--- src/hw/rtl/cem_pkg.sv ---
// ----------------------------------------------------------------------------
// cem_pkg: shared types, constants and helpers for the cron expression matcher
// parser phase codes, token flag bits, field bounds and number accumulation
// ----------------------------------------------------------------------------
package cem_pkg;

    // buffer limits of the expression and of one field
    localparam int unsigned EXPR_BUFFER  = 64;
    localparam int unsigned FIELD_BUFFER = 48;

    localparam int unsigned EXPR_LEN_W  = $clog2(EXPR_BUFFER + 1);
    localparam int unsigned FIELD_LEN_W = $clog2(FIELD_BUFFER + 1);

    localparam logic [EXPR_LEN_W-1:0]  EXPR_LIMIT  = EXPR_LEN_W'(EXPR_BUFFER);
    localparam logic [FIELD_LEN_W-1:0] FIELD_LIMIT = FIELD_LEN_W'(FIELD_BUFFER);

    localparam logic [2:0] NUM_FIELDS = 3'd5;

    typedef logic [2:0] phase_t;
    typedef logic [3:0] flags_t;
    typedef logic [7:0] num_t;

    // token phases
    localparam phase_t PH_START  = 3'd0;
    localparam phase_t PH_STAR   = 3'd1;
    localparam phase_t PH_FIRST  = 3'd2;
    localparam phase_t PH_SECOND = 3'd3;
    localparam phase_t PH_STEP   = 3'd4;
    localparam phase_t PH_BAD    = 3'd5;

    // token flag bit positions
    localparam int unsigned FL_STAR      = 0;
    localparam int unsigned FL_RANGE     = 1;
    localparam int unsigned FL_END_SEEN  = 2;
    localparam int unsigned FL_STEP_SEEN = 3;

    // character codes
    localparam logic [7:0] CH_NUL   = 8'h00;
    localparam logic [7:0] CH_TAB   = 8'h09;
    localparam logic [7:0] CH_SPACE = 8'h20;
    localparam logic [7:0] CH_STAR  = 8'h2A;
    localparam logic [7:0] CH_COMMA = 8'h2C;
    localparam logic [7:0] CH_DASH  = 8'h2D;
    localparam logic [7:0] CH_SLASH = 8'h2F;
    localparam logic [7:0] CH_ZERO  = 8'h30;
    localparam logic [7:0] CH_NINE  = 8'h39;

    // acc * 10 + d, saturating at 255
    function automatic num_t add_digit(input num_t acc, input logic [3:0] d);
        logic [11:0] v;
        v = {1'b0, acc, 3'b000} + {3'b000, acc, 1'b0} + {8'h00, d};
        add_digit = (v > 12'd255) ? 8'd255 : v[7:0];
    endfunction

    function automatic num_t field_lo(input logic [2:0] idx);
        case (idx)
            3'd2:    field_lo = 8'd1;
            3'd3:    field_lo = 8'd1;
            default: field_lo = 8'd0;
        endcase
    endfunction

    function automatic num_t field_hi(input logic [2:0] idx);
        case (idx)
            3'd0:    field_hi = 8'd59;
            3'd1:    field_hi = 8'd23;
            3'd2:    field_hi = 8'd31;
            3'd3:    field_hi = 8'd12;
            3'd4:    field_hi = 8'd6;
            default: field_hi = 8'd0;
        endcase
    endfunction

endpackage

--- src/hw/rtl/cron_expression_matcher_top.sv ---
// ----------------------------------------------------------------------------
// cron_expression_matcher_top: streaming five-field cron expression matcher
// parses one character per word and reports a match bit on the final word
// ----------------------------------------------------------------------------
// The block takes a cron expression one character per input word, with the
// calendar time (minute, hour, day of month, month, day of week) on the same
// word; the time is latched with every word. Fields split on runs of space or
// tab, tokens on commas; a token is '*', N or N-M with an optional /S. Bad or
// out-of-range tokens are skipped, a field matches if any token hits, and all
// five fields must match. A word with last_char set produces one output word
// with matches_res; no other word produces output. Sequence: a character is
// accepted, then parsed in a parse state. A comma or field separator adds a
// bounds-check state per token and, when the token range holds the time
// value, the step remainder in the shared bit-serial subtract unit; a field
// close adds a bookkeeping state. The final word adds the end-of-expression
// state, the close of any open field as above, and a state to load the
// result register, longer if that register is still waiting on out_ready.
// in_ready is high only while the sequencer is idle.
module cron_expression_matcher_top
    import cem_pkg::*;
(
    input  logic       clk,
    input  logic       rst_n,
    // input word
    input  logic       in_valid,
    output logic       in_ready,
    input  logic [7:0] char_code,
    input  logic       last_char,
    input  logic [5:0] minute,
    input  logic [4:0] hour,
    input  logic [4:0] day_of_month,
    input  logic [3:0] month,
    input  logic [2:0] day_of_week,
    // result word
    output logic       out_valid,
    input  logic       out_ready,
    output logic       matches_res
);

    // sequencer states
    localparam logic [2:0] S_IDLE = 3'd0;  // waiting for a word
    localparam logic [2:0] S_CHAR = 3'd1;  // parse the latched character
    localparam logic [2:0] S_END  = 3'd2;  // end of expression, close open field
    localparam logic [2:0] S_TOK  = 3'd3;  // bounds check of the closing token
    localparam logic [2:0] S_REM  = 3'd4;  // step remainder, one bit per cycle
    localparam logic [2:0] S_FLD  = 3'd5;  // field bookkeeping
    localparam logic [2:0] S_RES  = 3'd6;  // load result register

    localparam int unsigned DIV_BITS = 6;
    localparam logic [2:0] DIV_LAST = 3'(DIV_BITS - 1);

    // latched input word
    logic [7:0] char_reg;
    logic       last_reg;
    logic [5:0] minute_reg;
    logic [4:0] hour_reg;
    logic [4:0] dom_reg;
    logic [3:0] month_reg;
    logic [2:0] dow_reg;

    // sequencer and parser state
    logic [2:0]             state_reg, state_next;
    logic [2:0]             field_count_reg, field_count_next;
    logic                   all_ok_reg, all_ok_next;
    logic                   field_hit_reg, field_hit_next;
    logic [EXPR_LEN_W-1:0]  expr_len_reg, expr_len_next;
    logic [FIELD_LEN_W-1:0] field_len_reg, field_len_next;
    phase_t                 phase_reg, phase_next;
    flags_t                 flags_reg, flags_next;
    num_t                   rstart_reg, rstart_next;
    num_t                   rend_reg, rend_next;
    num_t                   step_reg, step_next;
    logic                   close_field_reg, close_field_next;
    logic                   from_end_reg, from_end_next;
    logic                   lone_star_reg, lone_star_next;

    // shared remainder unit
    logic [5:0] dvd_reg, dvd_next;
    num_t       div_reg, div_next;
    num_t       rem_reg, rem_next;
    logic [2:0] iter_reg, iter_next;

    logic out_valid_reg, out_valid_next;
    logic match_reg, match_next;

    logic       accept;
    logic       is_digit;
    logic       is_sep;
    logic [3:0] digit;
    logic [2:0] after_close;
    logic [5:0] tval;
    num_t       tval8;
    num_t       lo;
    num_t       hi;
    num_t       s_val;
    num_t       e_val;
    num_t       step_use;
    num_t       diff;
    logic       step_ok;
    logic       end_ok;
    logic       eligible;
    logic       in_range;
    logic [8:0] trial;
    logic [8:0] trial_sub;
    num_t       rem_new;

    assign accept    = in_valid && in_ready;
    assign in_ready  = (state_reg == S_IDLE);
    assign out_valid = out_valid_reg;
    assign matches_res = match_reg;

    // input word capture
    always_ff @(posedge clk)
    begin
        if (accept)
        begin
            char_reg   <= char_code;
            last_reg   <= last_char;
            minute_reg <= minute;
            hour_reg   <= hour;
            dom_reg    <= day_of_month;
            month_reg  <= month;
            dow_reg    <= day_of_week;
        end
    end

    // character classes; for '0'..'9' the low nibble is the digit value
    assign is_digit = (char_reg >= CH_ZERO) && (char_reg <= CH_NINE);
    assign is_sep   = (char_reg == CH_SPACE) || (char_reg == CH_TAB);
    assign digit    = char_reg[3:0];

    // where to go once a token or field close is done
    assign after_close = from_end_reg ? S_RES : (last_reg ? S_END : S_IDLE);

    // time value of the current field
    always_comb
    begin
        case (field_count_reg)
            3'd0:    tval = minute_reg;
            3'd1:    tval = {1'b0, hour_reg};
            3'd2:    tval = {1'b0, dom_reg};
            3'd3:    tval = {2'b00, month_reg};
            3'd4:    tval = {3'b000, dow_reg};
            default: tval = 6'd0;
        endcase
    end

    // token bounds check, used in the token-check cycle
    assign tval8 = {2'b00, tval};
    assign lo    = field_lo(field_count_reg);
    assign hi    = field_hi(field_count_reg);

    always_comb
    begin
        step_ok  = 1'b1;
        step_use = 8'd1;
        end_ok   = 1'b1;
        if (phase_reg == PH_STEP)
        begin
            if (!flags_reg[FL_STEP_SEEN] || (step_reg == 8'd0))
                step_ok = 1'b0;
            else
                step_use = step_reg;
        end
        if (flags_reg[FL_STAR])
        begin
            s_val = lo;
            e_val = hi;
        end
        else if (flags_reg[FL_RANGE])
        begin
            end_ok = flags_reg[FL_END_SEEN];
            s_val  = rstart_reg;
            e_val  = rend_reg;
        end
        else
        begin
            s_val = rstart_reg;
            e_val = rstart_reg;
        end
    end

    assign eligible = (field_count_reg < NUM_FIELDS) && (phase_reg != PH_START)
                      && (phase_reg != PH_BAD);
    assign in_range = step_ok && end_ok && (s_val >= lo) && (e_val <= hi)
                      && (s_val <= e_val) && (tval8 >= s_val) && (tval8 <= e_val);
    assign diff     = tval8 - s_val;

    // restoring remainder step
    assign trial     = {rem_reg, dvd_reg[5]};
    assign trial_sub = trial - {1'b0, div_reg};
    assign rem_new   = (trial >= {1'b0, div_reg}) ? trial_sub[7:0] : trial[7:0];

    always_comb
    begin
        state_next       = state_reg;
        field_count_next = field_count_reg;
        all_ok_next      = all_ok_reg;
        field_hit_next   = field_hit_reg;
        expr_len_next    = expr_len_reg;
        field_len_next   = field_len_reg;
        phase_next       = phase_reg;
        flags_next       = flags_reg;
        rstart_next      = rstart_reg;
        rend_next        = rend_reg;
        step_next        = step_reg;
        close_field_next = close_field_reg;
        from_end_next    = from_end_reg;
        lone_star_next   = lone_star_reg;
        dvd_next         = dvd_reg;
        div_next         = div_reg;
        rem_next         = rem_reg;
        iter_next        = iter_reg;
        out_valid_next   = out_valid_reg && !out_ready;
        match_next       = match_reg;

        case (state_reg)
            S_IDLE:
            begin
                if (in_valid)
                    state_next = S_CHAR;
            end

            S_CHAR:
            begin
                state_next = last_reg ? S_END : S_IDLE;
                if (char_reg != CH_NUL)
                begin
                    if (expr_len_reg < EXPR_LIMIT)
                        expr_len_next = expr_len_reg + 1'b1;
                    if (is_sep)
                    begin
                        if (field_len_reg != '0)
                        begin
                            close_field_next = 1'b1;
                            from_end_next    = 1'b0;
                            lone_star_next   = (field_len_reg == FIELD_LEN_W'(1))
                                               && (phase_reg == PH_STAR);
                            state_next       = S_TOK;
                        end
                    end
                    else
                    begin
                        if (field_len_reg < FIELD_LIMIT)
                            field_len_next = field_len_reg + 1'b1;
                        if (char_reg == CH_COMMA)
                        begin
                            close_field_next = 1'b0;
                            from_end_next    = 1'b0;
                            state_next       = S_TOK;
                        end
                        else
                        begin
                            // token grammar
                            case (phase_reg)
                                PH_START:
                                begin
                                    if (is_digit)
                                    begin
                                        rstart_next = {4'h0, digit};
                                        phase_next  = PH_FIRST;
                                    end
                                    else if (char_reg == CH_STAR)
                                    begin
                                        flags_next[FL_STAR] = 1'b1;
                                        phase_next          = PH_STAR;
                                    end
                                    else
                                        phase_next = PH_BAD;
                                end
                                PH_STAR:
                                begin
                                    phase_next = (char_reg == CH_SLASH) ? PH_STEP : PH_BAD;
                                end
                                PH_FIRST:
                                begin
                                    if (is_digit)
                                        rstart_next = add_digit(rstart_reg, digit);
                                    else if (char_reg == CH_DASH)
                                    begin
                                        flags_next[FL_RANGE] = 1'b1;
                                        phase_next           = PH_SECOND;
                                    end
                                    else if (char_reg == CH_SLASH)
                                        phase_next = PH_STEP;
                                    else
                                        phase_next = PH_BAD;
                                end
                                PH_SECOND:
                                begin
                                    if (is_digit)
                                    begin
                                        rend_next               = add_digit(rend_reg, digit);
                                        flags_next[FL_END_SEEN] = 1'b1;
                                    end
                                    else if (char_reg == CH_SLASH)
                                        phase_next = PH_STEP;
                                    else
                                        phase_next = PH_BAD;
                                end
                                PH_STEP:
                                begin
                                    if (is_digit)
                                    begin
                                        step_next                = add_digit(step_reg, digit);
                                        flags_next[FL_STEP_SEEN] = 1'b1;
                                    end
                                    else
                                        phase_next = PH_BAD;
                                end
                                default:
                                begin
                                    phase_next = PH_BAD;
                                end
                            endcase
                        end
                    end
                end
            end

            S_END:
            begin
                if (field_len_reg != '0)
                begin
                    close_field_next = 1'b1;
                    from_end_next    = 1'b1;
                    lone_star_next   = (field_len_reg == FIELD_LEN_W'(1))
                                       && (phase_reg == PH_STAR);
                    state_next       = S_TOK;
                end
                else
                begin
                    state_next = S_RES;
                end
            end

            S_TOK:
            begin
                if (eligible && in_range)
                begin
                    // hand (value - start) mod step to the remainder unit
                    dvd_next   = diff[5:0];
                    div_next   = step_use;
                    rem_next   = 8'd0;
                    iter_next  = 3'd0;
                    state_next = S_REM;
                end
                else
                begin
                    phase_next  = PH_START;
                    flags_next  = '0;
                    rstart_next = 8'd0;
                    rend_next   = 8'd0;
                    step_next   = 8'd0;
                    state_next  = close_field_reg ? S_FLD : after_close;
                end
            end

            S_REM:
            begin
                rem_next  = rem_new;
                dvd_next  = {dvd_reg[4:0], 1'b0};
                iter_next = iter_reg + 1'b1;
                if (iter_reg == DIV_LAST)
                begin
                    if (rem_new == 8'd0)
                        field_hit_next = 1'b1;
                    phase_next  = PH_START;
                    flags_next  = '0;
                    rstart_next = 8'd0;
                    rend_next   = 8'd0;
                    step_next   = 8'd0;
                    state_next  = close_field_reg ? S_FLD : after_close;
                end
            end

            S_FLD:
            begin
                if (field_count_reg < NUM_FIELDS)
                begin
                    if ((field_len_reg >= FIELD_LIMIT) || (!lone_star_reg && !field_hit_reg))
                        all_ok_next = 1'b0;
                    field_count_next = field_count_reg + 1'b1;
                end
                field_len_next = '0;
                field_hit_next = 1'b0;
                state_next     = after_close;
            end

            S_RES:
            begin
                if (!out_valid_reg || out_ready)
                begin
                    out_valid_next   = 1'b1;
                    match_next       = all_ok_reg && (field_count_reg == NUM_FIELDS)
                                       && (expr_len_reg < EXPR_LIMIT);
                    // back to the reset state for the next expression
                    field_count_next = 3'd0;
                    all_ok_next      = 1'b1;
                    field_hit_next   = 1'b0;
                    expr_len_next    = '0;
                    field_len_next   = '0;
                    phase_next       = PH_START;
                    flags_next       = '0;
                    rstart_next      = 8'd0;
                    rend_next        = 8'd0;
                    step_next        = 8'd0;
                    state_next       = S_IDLE;
                end
            end

            default:
            begin
                state_next = S_IDLE;
            end
        endcase
    end

    always_ff @(posedge clk or negedge rst_n)
    begin
        if (!rst_n)
        begin
            state_reg       <= S_IDLE;
            field_count_reg <= 3'd0;
            all_ok_reg      <= 1'b1;
            field_hit_reg   <= 1'b0;
            expr_len_reg    <= '0;
            field_len_reg   <= '0;
            phase_reg       <= PH_START;
            flags_reg       <= '0;
            rstart_reg      <= 8'd0;
            rend_reg        <= 8'd0;
            step_reg        <= 8'd0;
            close_field_reg <= 1'b0;
            from_end_reg    <= 1'b0;
            lone_star_reg   <= 1'b0;
            iter_reg        <= 3'd0;
            out_valid_reg   <= 1'b0;
        end
        else
        begin
            state_reg       <= state_next;
            field_count_reg <= field_count_next;
            all_ok_reg      <= all_ok_next;
            field_hit_reg   <= field_hit_next;
            expr_len_reg    <= expr_len_next;
            field_len_reg   <= field_len_next;
            phase_reg       <= phase_next;
            flags_reg       <= flags_next;
            rstart_reg      <= rstart_next;
            rend_reg        <= rend_next;
            step_reg        <= step_next;
            close_field_reg <= close_field_next;
            from_end_reg    <= from_end_next;
            lone_star_reg   <= lone_star_next;
            iter_reg        <= iter_next;
            out_valid_reg   <= out_valid_next;
        end
    end

    // remainder datapath and result payload
    always_ff @(posedge clk)
    begin
        dvd_reg   <= dvd_next;
        div_reg   <= div_next;
        rem_reg   <= rem_next;
        match_reg <= match_next;
    end

`ifndef SYNTHESIS
    // field counter never passes the number of checked fields
    a_field_count_max: assert property (@(posedge clk) disable iff (!rst_n)
        field_count_reg <= NUM_FIELDS)
        else $error("field count beyond five");

    // remainder unit runs a bounded number of iterations
    a_iter_bound: assert property (@(posedge clk) disable iff (!rst_n)
        (state_reg == S_REM) |-> (iter_reg <= DIV_LAST))
        else $error("remainder iteration overrun");

    // a result word is only loaded from the result state
    a_out_from_res: assert property (@(posedge clk) disable iff (!rst_n)
        $rose(out_valid_reg) |-> ($past(state_reg) == S_RES))
        else $error("result word loaded outside result state");

    // after loading a result the parser is back in its reset state
    a_clean_after_res: assert property (@(posedge clk) disable iff (!rst_n)
        $rose(out_valid_reg) |-> (state_reg == S_IDLE) && (field_count_reg == 3'd0)
                                 && (expr_len_reg == '0) && all_ok_reg)
        else $error("parser state not cleared after result");

    // a divide is only started for a token that is being closed
    a_rem_entry: assert property (@(posedge clk) disable iff (!rst_n)
        (state_reg == S_REM) && (iter_reg == 3'd0) |-> ($past(state_reg) == S_TOK))
        else $error("remainder unit started without token check");
`endif

endmodule
--- config.mk ---
export PLATFORM = sky130hd
export DESIGN_NAME = cron_expression_matcher_top
export DESIGN_NICKNAME = d
export VERILOG_FILES = /design/src/hw/rtl/cem_pkg.sv /design/src/hw/rtl/cron_expression_matcher_top.sv
export SDC_FILE = /design/constraint.sdc
export NUM_CORES = 1
export LEC_CHECK = 0
export ABC_AREA = 1
export BUFFER_PORTS_ARGS = -buffer_cell sky130_fd_sc_hd__buf_2
export CAP_MARGIN = 20
export CORE_UTILIZATION = 49
export DETAILED_ROUTE_END_ITERATION = 7
export GPL_TIMING_DRIVEN = 0
export PLACE_DENSITY = 0.66
export SLEW_MARGIN = 20
export SYNTH_ARGS = -nofsm -noshare
export SYNTH_HDL_FRONTEND = slang
export SYNTH_SLANG_ARGS = --single-unit
--- constraint.sdc ---
create_clock -name clk -period 3.7 [get_ports clk]
set_input_delay 0.37 -clock clk [delete_from_list [all_inputs] [get_ports clk]]
set_output_delay 0.37 -clock clk [all_outputs]
set_load 0.1 [all_outputs]
Yosys cells after proc, flatten, opt, wreduce, memory -nomap -nowiden
Index checks and enable logic that the tools add are counted.

storage, ports and cells
  register bits after elaboration = 114
  output and inout port bits = 3
  input port bits = 36
  logic and storage cells = 293

cells by class
  $lt $le $gt $ge = 15
  eq/ne operators = 55
  $add $sub $neg = 12
  mux-type cells = 120
  reduce and logical (&&, ||, !) cells = 60
  bitwise logic cells = 1

operators with widths
  operator             number
  $mux 8               26
  $pmux 8 s4           3
  $mux 3               22
  $pmux 6 s5           2
  $eq 8x6->1 const B   5
  $ne 2x2->1 const B   20
  $reduce_and 10->1    4
  $add 11x9->12        3
  $add 12x4->12        3
  $gt 12x8->1 const B  3
  $mux 1               34
  $pmux 8 s2           2
  $mux 6               5
  $mux 4               6
  $ne 3x3->1 const B   8
  $eq 3x3->1 const B   7
  $mux 7               3
  $pmux 3 s7           1
  $eq 3x2->1 const B   6
  $pmux 6 s3           1
  $reduce_and 9->1     2
  $le 8x8->1           2
  $logic_and 1x1->1    16
  $logic_not 8->1      2
  43 further kinds     77

Logic depth before layout (Yosys ltp)
Gate-level depths: netlist of run 1.

  word-level depth = 13
  depth in mapped cells = 25
  mapped depth without buffers = 25

Worst setup path before layout of run 1
No wires, ideal clock.

  kind = register to register
  start = reg state_reg[1]
  end = reg char_reg[0], enable pin
  library setup time = 0.421 ns
  period minus slack after synthesis = 4.045 ns
  cell stages (with the launch flop) = 5
  buffers on the path = 0
  path slack = -0.345 ns
  arrival time = 3.623 ns
  data required time = 3.279 ns
  path through = dfrtp_1 -> or2_4 -> nor2_1 -> inv_1 -> nor2_1

on the way
  word-level cells in the longest chain between the ends = 2

RTL lines
  item                    line                                source
  start, declared         cron_expression_matcher_top.sv:62   logic [2:0] state_reg, state_next;
  start signal, assigned  cron_expression_matcher_top.sv:442  state_reg <= state_next;
  $logic_not 3->1         cron_expression_matcher_top.sv:108  assign in_ready = (state_reg == S_IDLE);
  named net in_ready      cron_expression_matcher_top.sv:26   output logic in_ready,
  $logic_and 1x1->1       cron_expression_matcher_top.sv:107  assign accept = in_valid && in_ready;
  named net accept        cron_expression_matcher_top.sv:86   logic accept;
  end signal, assigned    cron_expression_matcher_top.sv:117  char_reg <= char_code;
  end, declared           cron_expression_matcher_top.sv:53   logic [7:0] char_reg;

The timed path passes the listed nets, and every way through them passes these cells.
A chain may end at the register's enable or synchronous reset.

Worst setup path in the final report of run 1
  start = reg field_count_reg[0]
  end = reg div_reg[0], enable pin

on the way
  word-level cells in the longest chain between the ends = 12
  elaborated cells between the ends (all ways) = 26
  those cells by class = 6 x order compare; 4 x eq/ne; 5 x mux; 11 x reduce/logical

RTL lines
  item                             line                                                              source
  start, declared                  cron_expression_matcher_top.sv:63                                 logic [2:0] field_count_reg, field_count_next;
  start signal, assigned           cron_expression_matcher_top.sv:443                                field_count_reg <= field_count_next;
  $eq 3x2->1                       cem_pkg.sv:56, cem_pkg.sv:64, cron_expression_matcher_top.sv:138
  $reduce_or 2->1 (no line)        --
  $mux 1                           cem_pkg.sv:56                                                     case (idx)
  $mux 8                           cron_expression_matcher_top.sv:165                                if (flags_reg[FL_STAR])
  $ge 8x1->1                       cron_expression_matcher_top.sv:185                                assign in_range = step_ok && end_ok && (s_val >= lo) && (e_val <= hi)
  $logic_and 1x1->1 (2 in series)  cron_expression_matcher_top.sv:185
  $logic_and 1x1->1 (3 in series)  cron_expression_matcher_top.sv:186                                && (s_val <= e_val) && (tval8 >= s_val) && (tval8 <= e_val);
  $logic_and 1x1->1 *              cron_expression_matcher_top.sv:339                                if (eligible && in_range)
  $reduce_and 2->1 (no line) *     --
  end signal, assigned             cron_expression_matcher_top.sv:465                                div_reg <= div_next;
  end, declared                    cron_expression_matcher_top.sv:79                                 num_t div_reg, div_next;

Every way passes the cells marked *; elsewhere a longest branch is shown, timed or not.

==> impl_results.md, run 1 <==
- Worst Tran Pin Value: roughly 930 ps
- Setup Skew: between 15 and 20 ps
- Yosys cell types: 54
- H-tree levels: 4
- CP top delay family: adder cells
- Buf/Inv on CP: 1
- Total gr overflow: 0
- Port-buffer cells: 38
- CTS Buf Count: 17
- Final Cycle Share: between 90% and 100%
- Hold WS: between 100 and 150 ps
- XOR/XNOR share of the synthesized area: approximately 2.0%
- Area growth syn-to-layout: 14.9%
- Synthesized cell area: 0.00868 mm²
- Antenna Cells: 0
- Total track usage: between 20 and 25%
- Critical path, cell by cell: ha_1, ha_1, a32o_1, a221oi_1, a21oi_1, ha_1, nand3b_1, nand2_1, nand2_1, nand2_1, nand2_1, nand2_1, nand3_2, nor2_4, nand2_4, inv_4
- Crit-path slowest cell: dfrtp_2
- Fill cell total of the finished layout: roughly 1,600
- Post-detailed-route count of antenna-violating nets: 0
- Final setup vio count: 0
- Sequential Power Share: between 20% and 30%
- Core area: about 0.017 mm²
- GP Congestion: between 0.8 and 0.9
- DR iter-0 viols: 450
- Hold wc startpoint: day_of_week[0]
- Worst R2R Start: field_count_reg[0]
- Pre-CTS setup slack: -897 ps
- Setup ws final: between 200 and 300 ps
- Seq/Total Area, Yosys: between 30% and 40%
- Simple-Gate Fraction of Synth Area: approximately 30%
- First-pass GRT wire length: about 33,000 µm
- Clk_lat worst skew: ~430 ps
- Vias in the first global route: slightly below 7,000
- # IOs: 39
- Post-synthesis mux area share: 0%
- Hold endpoint: dow_reg[0]
- Crit Path Class: flip-flop to flip-flop
- Gate Count Post-Synth: 1,116
- Largest net degree at the start of global routing: 55
- Area share of the largest cell type after synthesis: between 10% and 20%
- Max Fclk: between 200 and 300 MHz
- Clock Path Buffers: 2
- Internal power: between 4000 and 5000 µW
- Syn nets: around 1,300
- LEAKAGE: 0.00512 µW
- #FFs+latches synth: between 100 and 150
- Most frequent cell after synthesis: nand2_1
- Status: completed
- Top cells by area, synth: edfxtp_1, dfrtp_1, ha_1
- Crit-path max cell delay: 460 ps
- EDFF count, synth: 55
- Initial antenna violation count: 0
- R2R cell count: 16
- Launching element type of the critical path: flip-flop
- Post-synth top cells: nand2_1, inv_1, nor2_1
- NetSw: between 3000 and 4000 µW
- DRC Markers: 0
- Post-route cell area: approximately 0.01 mm²
- Sw Ratio: 44.7%
- Min-delay worst type: input port to flip-flop
- Adder-Cell Fraction of Synth Area: approximately 15%
- CTS tree: done
- Reg2Reg Setup Slack: around 270 ps
- Synth area leader: edfxtp_1
- Clock Power Share: around a fifth
- Vias/cell: 5.24
- Die outline height: around 140 µm
- Data required, critical path: 3820 ps
- Clock transition at path regs: ~60 ps
- Final wirelength: between 15,000 and 20,000 µm
- Die area: around 0.018 mm²
- Avg WL per Cell: between 10 and 15 µm
- R2R Path End: div_reg[0]
- Worst Hold Depth: 1
- Rel. slew slack: 37.5%
- Synth Flop Type: dfrtp_1
- Worst setup startpoint: field_count_reg[0]
- Max-slew violations: 0
- Min Tclk post-route: 3430 ps
- Final Hold Viols: 0
- Via count: 7,451
- Synthesized area per cell: roughly 7.8 µm²
- Post-DP HPWL: around 15,000 µm
- CP dominant cell by count: nand2_1
- Layout cells sized above 1: 12.9%
- TNS Setup: 0 ps
- Clock sinks: between 100 and 150
- Async set or reset register ratio after synthesis: between 50% and 60%
- Max Cap Violations: 0
- Power per cell area: 782 mW/mm²
- Critical Path AT: ~3600 ps
- Logic pwr share: between 50% and 60%
- DRT Pass-1 Iters: 5
- NumNets Final: 1,320
- Row count: 48
- Clk root buf: clkbuf_16
- Peak VDD IR: 0.000449 V
- Die W: around 140 µm
- Worst setup EP type: flip-flop
- Largest family of logic cells by synthesized area: simple AND/OR/NAND/NOR gates
- Placed inst area: around 0.0092 mm²
- YS warnings: 0
- Max FO, Critical Path: 9
- Initial Util: 50.2%
- Synth Area in Compound Gates: under 10%
==> worst max-delay path by stage <==
stage | endpoint | cells past startpoint
floorplan | dvd_reg[0] | 19
CTS | rem_reg[7] | 21
finish | div_reg[0] | 16
detailed placement | dvd_reg[0] | 18
global route | rstart_reg[1] | 23
global placement | dvd_reg[0] | 18
==> per-stage QoR <==
step	power [µW]	util, %	instances
2_1_floorplan	5200	-	1116
4_1_cts	7820	57.1	1416
5_1_grt	8550	57.7	1423
3_3_place_gp	6040	53.0	1379
6_report	7810	57.7	1423
3_5_place_dp	6130	53.3	1381
==> area by class of cell <==
cell class / count / area [µm²] / area share [%]
inverter: 172 / 648 / 6.49
timing repair buffer: 50 / 325 / 3.26
sequential: 114 / 3130 / 31.4
multi-input combinational: 819 / 4910 / 49.2
clock buffer: 24 / 524 / 5.25
clock inverter: 8 / 71.3 / 0.715
tap: 225 / 282 / 2.82
buffer: 11 / 85.1 / 0.853
==> routing by layer <==
layer	track usage (%)	up-vias	wire length [µm]	share of wire (%)
met3	5.05	22	655	3.3
met4	7.37	0	261	1.3
met2	36.7	116	9230	47
met1	30.9	3485	9430	48
li1	-	3828	-	-
met5	0	-	0	0
==> cell usage in the layout, fill, tap and decap left out, types with 7 or more instances in the layout <==
cell,count
a21o_1,7
a21oi_1,45
buf_2,39
buf_4,10
clkbuf_16,19
dfrtp_1,56
edfxtp_1,55
fa_1,7
ha_1,90
inv_1,158
inv_2,13
nand2_1,302
nand3_1,81
nand4_1,20
nor2_1,106
nor2_4,7
nor3_1,10
o21ai_0,33
o21ai_1,7
xnor2_1,9
xor2_1,11
==> timing repair <==
action | in CTS | in global routing
setup endpoints to repair | 59 | 59
buffers inserted | 2 | 7
endpoints found under the hold margin | 5 | 0
hold buffers | 1 | 0
pin swaps | 1 | 4
gates resized for setup | 10 | 15
==> kinds of logic after synthesis <==
logic type / Yosys count
AND/OR/NAND/NOR: 574
buffers and inverters: 183
AO/OA/AOI/OAI: 126
flip-flops: 114
adder cells (fa/ha/maj): 99
XOR/XNOR: 20
==> power by group through the flow <==
stage | logic [µW] | clock network, µW | registers [µW]
global route | 4730 | 1710 | 2100
global placement | 3970 | 0 | 2070
floorplan | 3210 | 0 | 1990
CTS | 4110 | 1650 | 2050
finish | 4130 | 1620 | 2050
detailed placement | 4060 | 0 | 2070
==> worst register-to-register path: stages, from the launching register on <==
cell and delay, ps:
dfrtp_2 460, ha_1 240, ha_1 280, a32o_1 260, a221oi_1 230, a21oi_1 190, ha_1 410, nand3b_1 90
nand2_1 90, nand2_1 70, nand2_1 60, nand2_1 40, nand2_1 60, nand3_2 100, nor2_4 180, nand2_4 170
inv_4 190
Power figures use the tool's default switching activity.
==> run 2: changes to the inputs <==
Settings changed: BUFFER_PORTS_ARGS -buffer_cell sky130_fd_sc_hd__buf_2 to -buffer_cell sky130_fd_sc_hd__buf_4.
==> run 2 against run 1 <==
Effect of this change: count of clock-buffer cells in the layout is 3 lower; sequential power about the same; cell count is 0.14% lower; clock power hardly changed; clock skew is 7.9 ps lower; non-clock buffer count is 2 lower; total power rose by 0.55%; sequential share of layout area shrank 0.21 points; critical path type unchanged.
==> impl_results.md, run 2 (synthesized netlist as in run 1, its figures left out) <==
- Status: completed
- Total gr overflow: 0
- Layout cells sized above 1: 13.0%
- Most frequent cells in the layout: nand2_1, inv_1, nor2_1
- Setup Skew: roughly 7.2 ps
- Area growth syn-to-layout: 15.7%
- Avg WL per Cell: between 10 and 15 µm
- Final Hold Viols: 0
- Hold_buf cts: 0
- Internal power: between 4000 and 5000 µW
- Placed cells: between 1,000 and 1,500
- Logic pwr share: 52.9%
- CTS tree: done
- Post-detailed-route count of antenna-violating nets: 0
- GP Congestion: roughly 0.93
- Max-slew violations: 0
- Clock sinks: about 110
- LEAKAGE: just over 0.005 µW
- Total track usage: between 20 and 25%
- Die W: roughly 140 µm
- Final wirelength: 19,700 µm
- Initial antenna violation count: 0
- Rel. slew slack: between 30% and 40%
- Clock Power Share: between 20% and 30%
- H-tree levels: 4
- Vias in the first global route: 6,840
- Clk_lat worst skew: ~430 ps
- Die area: roughly 0.018 mm²
- Row count: 48
- Data required, critical path: between 4000 and 5000 ps
- DRT Pass-1 Iters: 5
- Max FO, Critical Path: 10
- Crit Path Class: flip-flop to flip-flop
- TNS Setup: 0 ps
- Clk root buf: clkbuf_16
- Power per cell area: ~780 mW/mm²
- Largest net degree at the start of global routing: 60
- Max Cap Violations: 0
- Min-delay worst type: input port to async pin
- Initial Util: 50.2%
- Clock transition at path regs: approximately 60 ps
- Min Tclk post-route: between 3000 and 4000 ps
- First-pass GRT wire length: 32,700 µm
- Final Cycle Share: between 90% and 100%
- Worst setup EP type: flip-flop
- Final setup vio count: 0
- NetSw: roughly 3600 µW
- Commonest non-fill, non-tap cell in the layout: nand2_1
- Fin cells: 1,421
- Worst Tran Pin Value: approximately 1000 ps
- Max Fclk: roughly 290 MHz
- Critical Path AT: 3810 ps
- Vias/cell: ~5.2
- # IOs: 39
- Sw Ratio: a little under half
- Post-DP HPWL: approximately 15,000 µm
- Launching element type of the critical path: flip-flop
- Peak VDD IR: approximately 0.0004 V
- Clock Path Buffers: 2
- Port-buffer cells: 38
- Antenna Cells: 0
- CTS Buf Count: 17
- NumNets Final: 1,318
- Via count: approximately 7,300
- Fill cell total of the finished layout: ~1,600
- Tot Pwr: roughly 7800 µW
- Core area: 0.0173 mm²
- DRC Markers: 0
- Sequential Power Share: between 20% and 30%
- DR iter-0 viols: between 500 and 600
- Die outline height: roughly 140 µm
==> run 2: layout make-up <==
class | count | area (µm²) | share of cell area [%]
Multi-Input combinational cell | 819 | 4930 | 49.0
Sequential cell | 114 | 3130 | 31.2
Inverter | 172 | 653 | 6.50
Clock buffer | 21 | 493 | 4.91
Timing Repair Buffer | 48 | 380 | 3.79
Tap cell | 225 | 282 | 2.80
Clock inverter | 11 | 95.1 | 0.947
Buffer | 11 | 85.1 | 0.847
==> run 2: critical path, cell delays in order, from the launching register on <==
cell	delay, ps
dfrtp_2	450
inv_2	110
ha_1	180
inv_1	70
nor2_4	130
nor2_2	60
nand3_2	150
nor2_4	70
inv_1	50
o21ai_1	90
ha_2	210
fa_1	410
nand3b_1	180
nand2_1	90
nand2_1	70
nand2_1	60
nand2_1	40
nand2_1	70
nand3_2	100
nor2_4	240
buf_4	170
a21oi_4	80
buf_6	160
nand3_1	90
nand2_1	60
==> run 2: what timing repair did <==
item                       4_1_cts  5_1_grt
setup endpoints to repair       59       59
setup buffers                    5        4
pin swaps                        3        4
resized for setup               12       20
==> run 2: power groups by stage <==
stage                     Combinational [µW]  Clock, µW  Sequential, µW
final                                   4150       1640            2060
after global routing                    4780       1710            2100
after CTS                               4120       1660            2060
after global placement                  3980          0            2070
after floorplan                         3210          0            1990
after detailed placement                4070          0            2080
==> run 2: through the flow <==
| step | worst slack, ps | hold WS [ps] | utilization (%) | area, µm² |
|---|---|---|---|---|
| after floorplan | 79.4 | 74.4 | - | 8690 |
| after global placement | -849 | 454 | 53.5 | 9250 |
| after detailed placement | -878 | 461 | 53.7 | 9290 |
| after CTS | 17.2 | 60.3 | 57.6 | 9960 |
| after global routing | -11.1 | 96.2 | 58.1 | 10000 |
| final | 209 | 22.8 | 58.1 | 10000 |
==> run 2: metal layers <==
| layer | track usage (%) | part of all wire (%) | vias up |
|---|---|---|---|
| li1 | - | - | 3811 |
| met1 | 31.4 | 48 | 3362 |
| met5 | 0 | 0 | - |
| met2 | 37.5 | 47 | 132 |
| met4 | 7.80 | 1.7 | 0 |
| met3 | 3.67 | 4.0 | 30 |
==> run 2: worst paths after layout <==
check                              startpoint            endpoint  slack [ps]  cells after the start
setup reg to reg           field_count_reg[1]       rstart_reg[7]         210                     24
max in group asynchronous               rst_n  field_count_reg[0]        3090                      1
hold reg to reg                  flags_reg[3]        flags_reg[3]         470                      2
hold / removal                          rst_n         iter_reg[0]          20                      1
setup / recovery           field_count_reg[1]       rstart_reg[7]         210                     24
min in group clk               day_of_week[2]          dow_reg[2]         110                      1
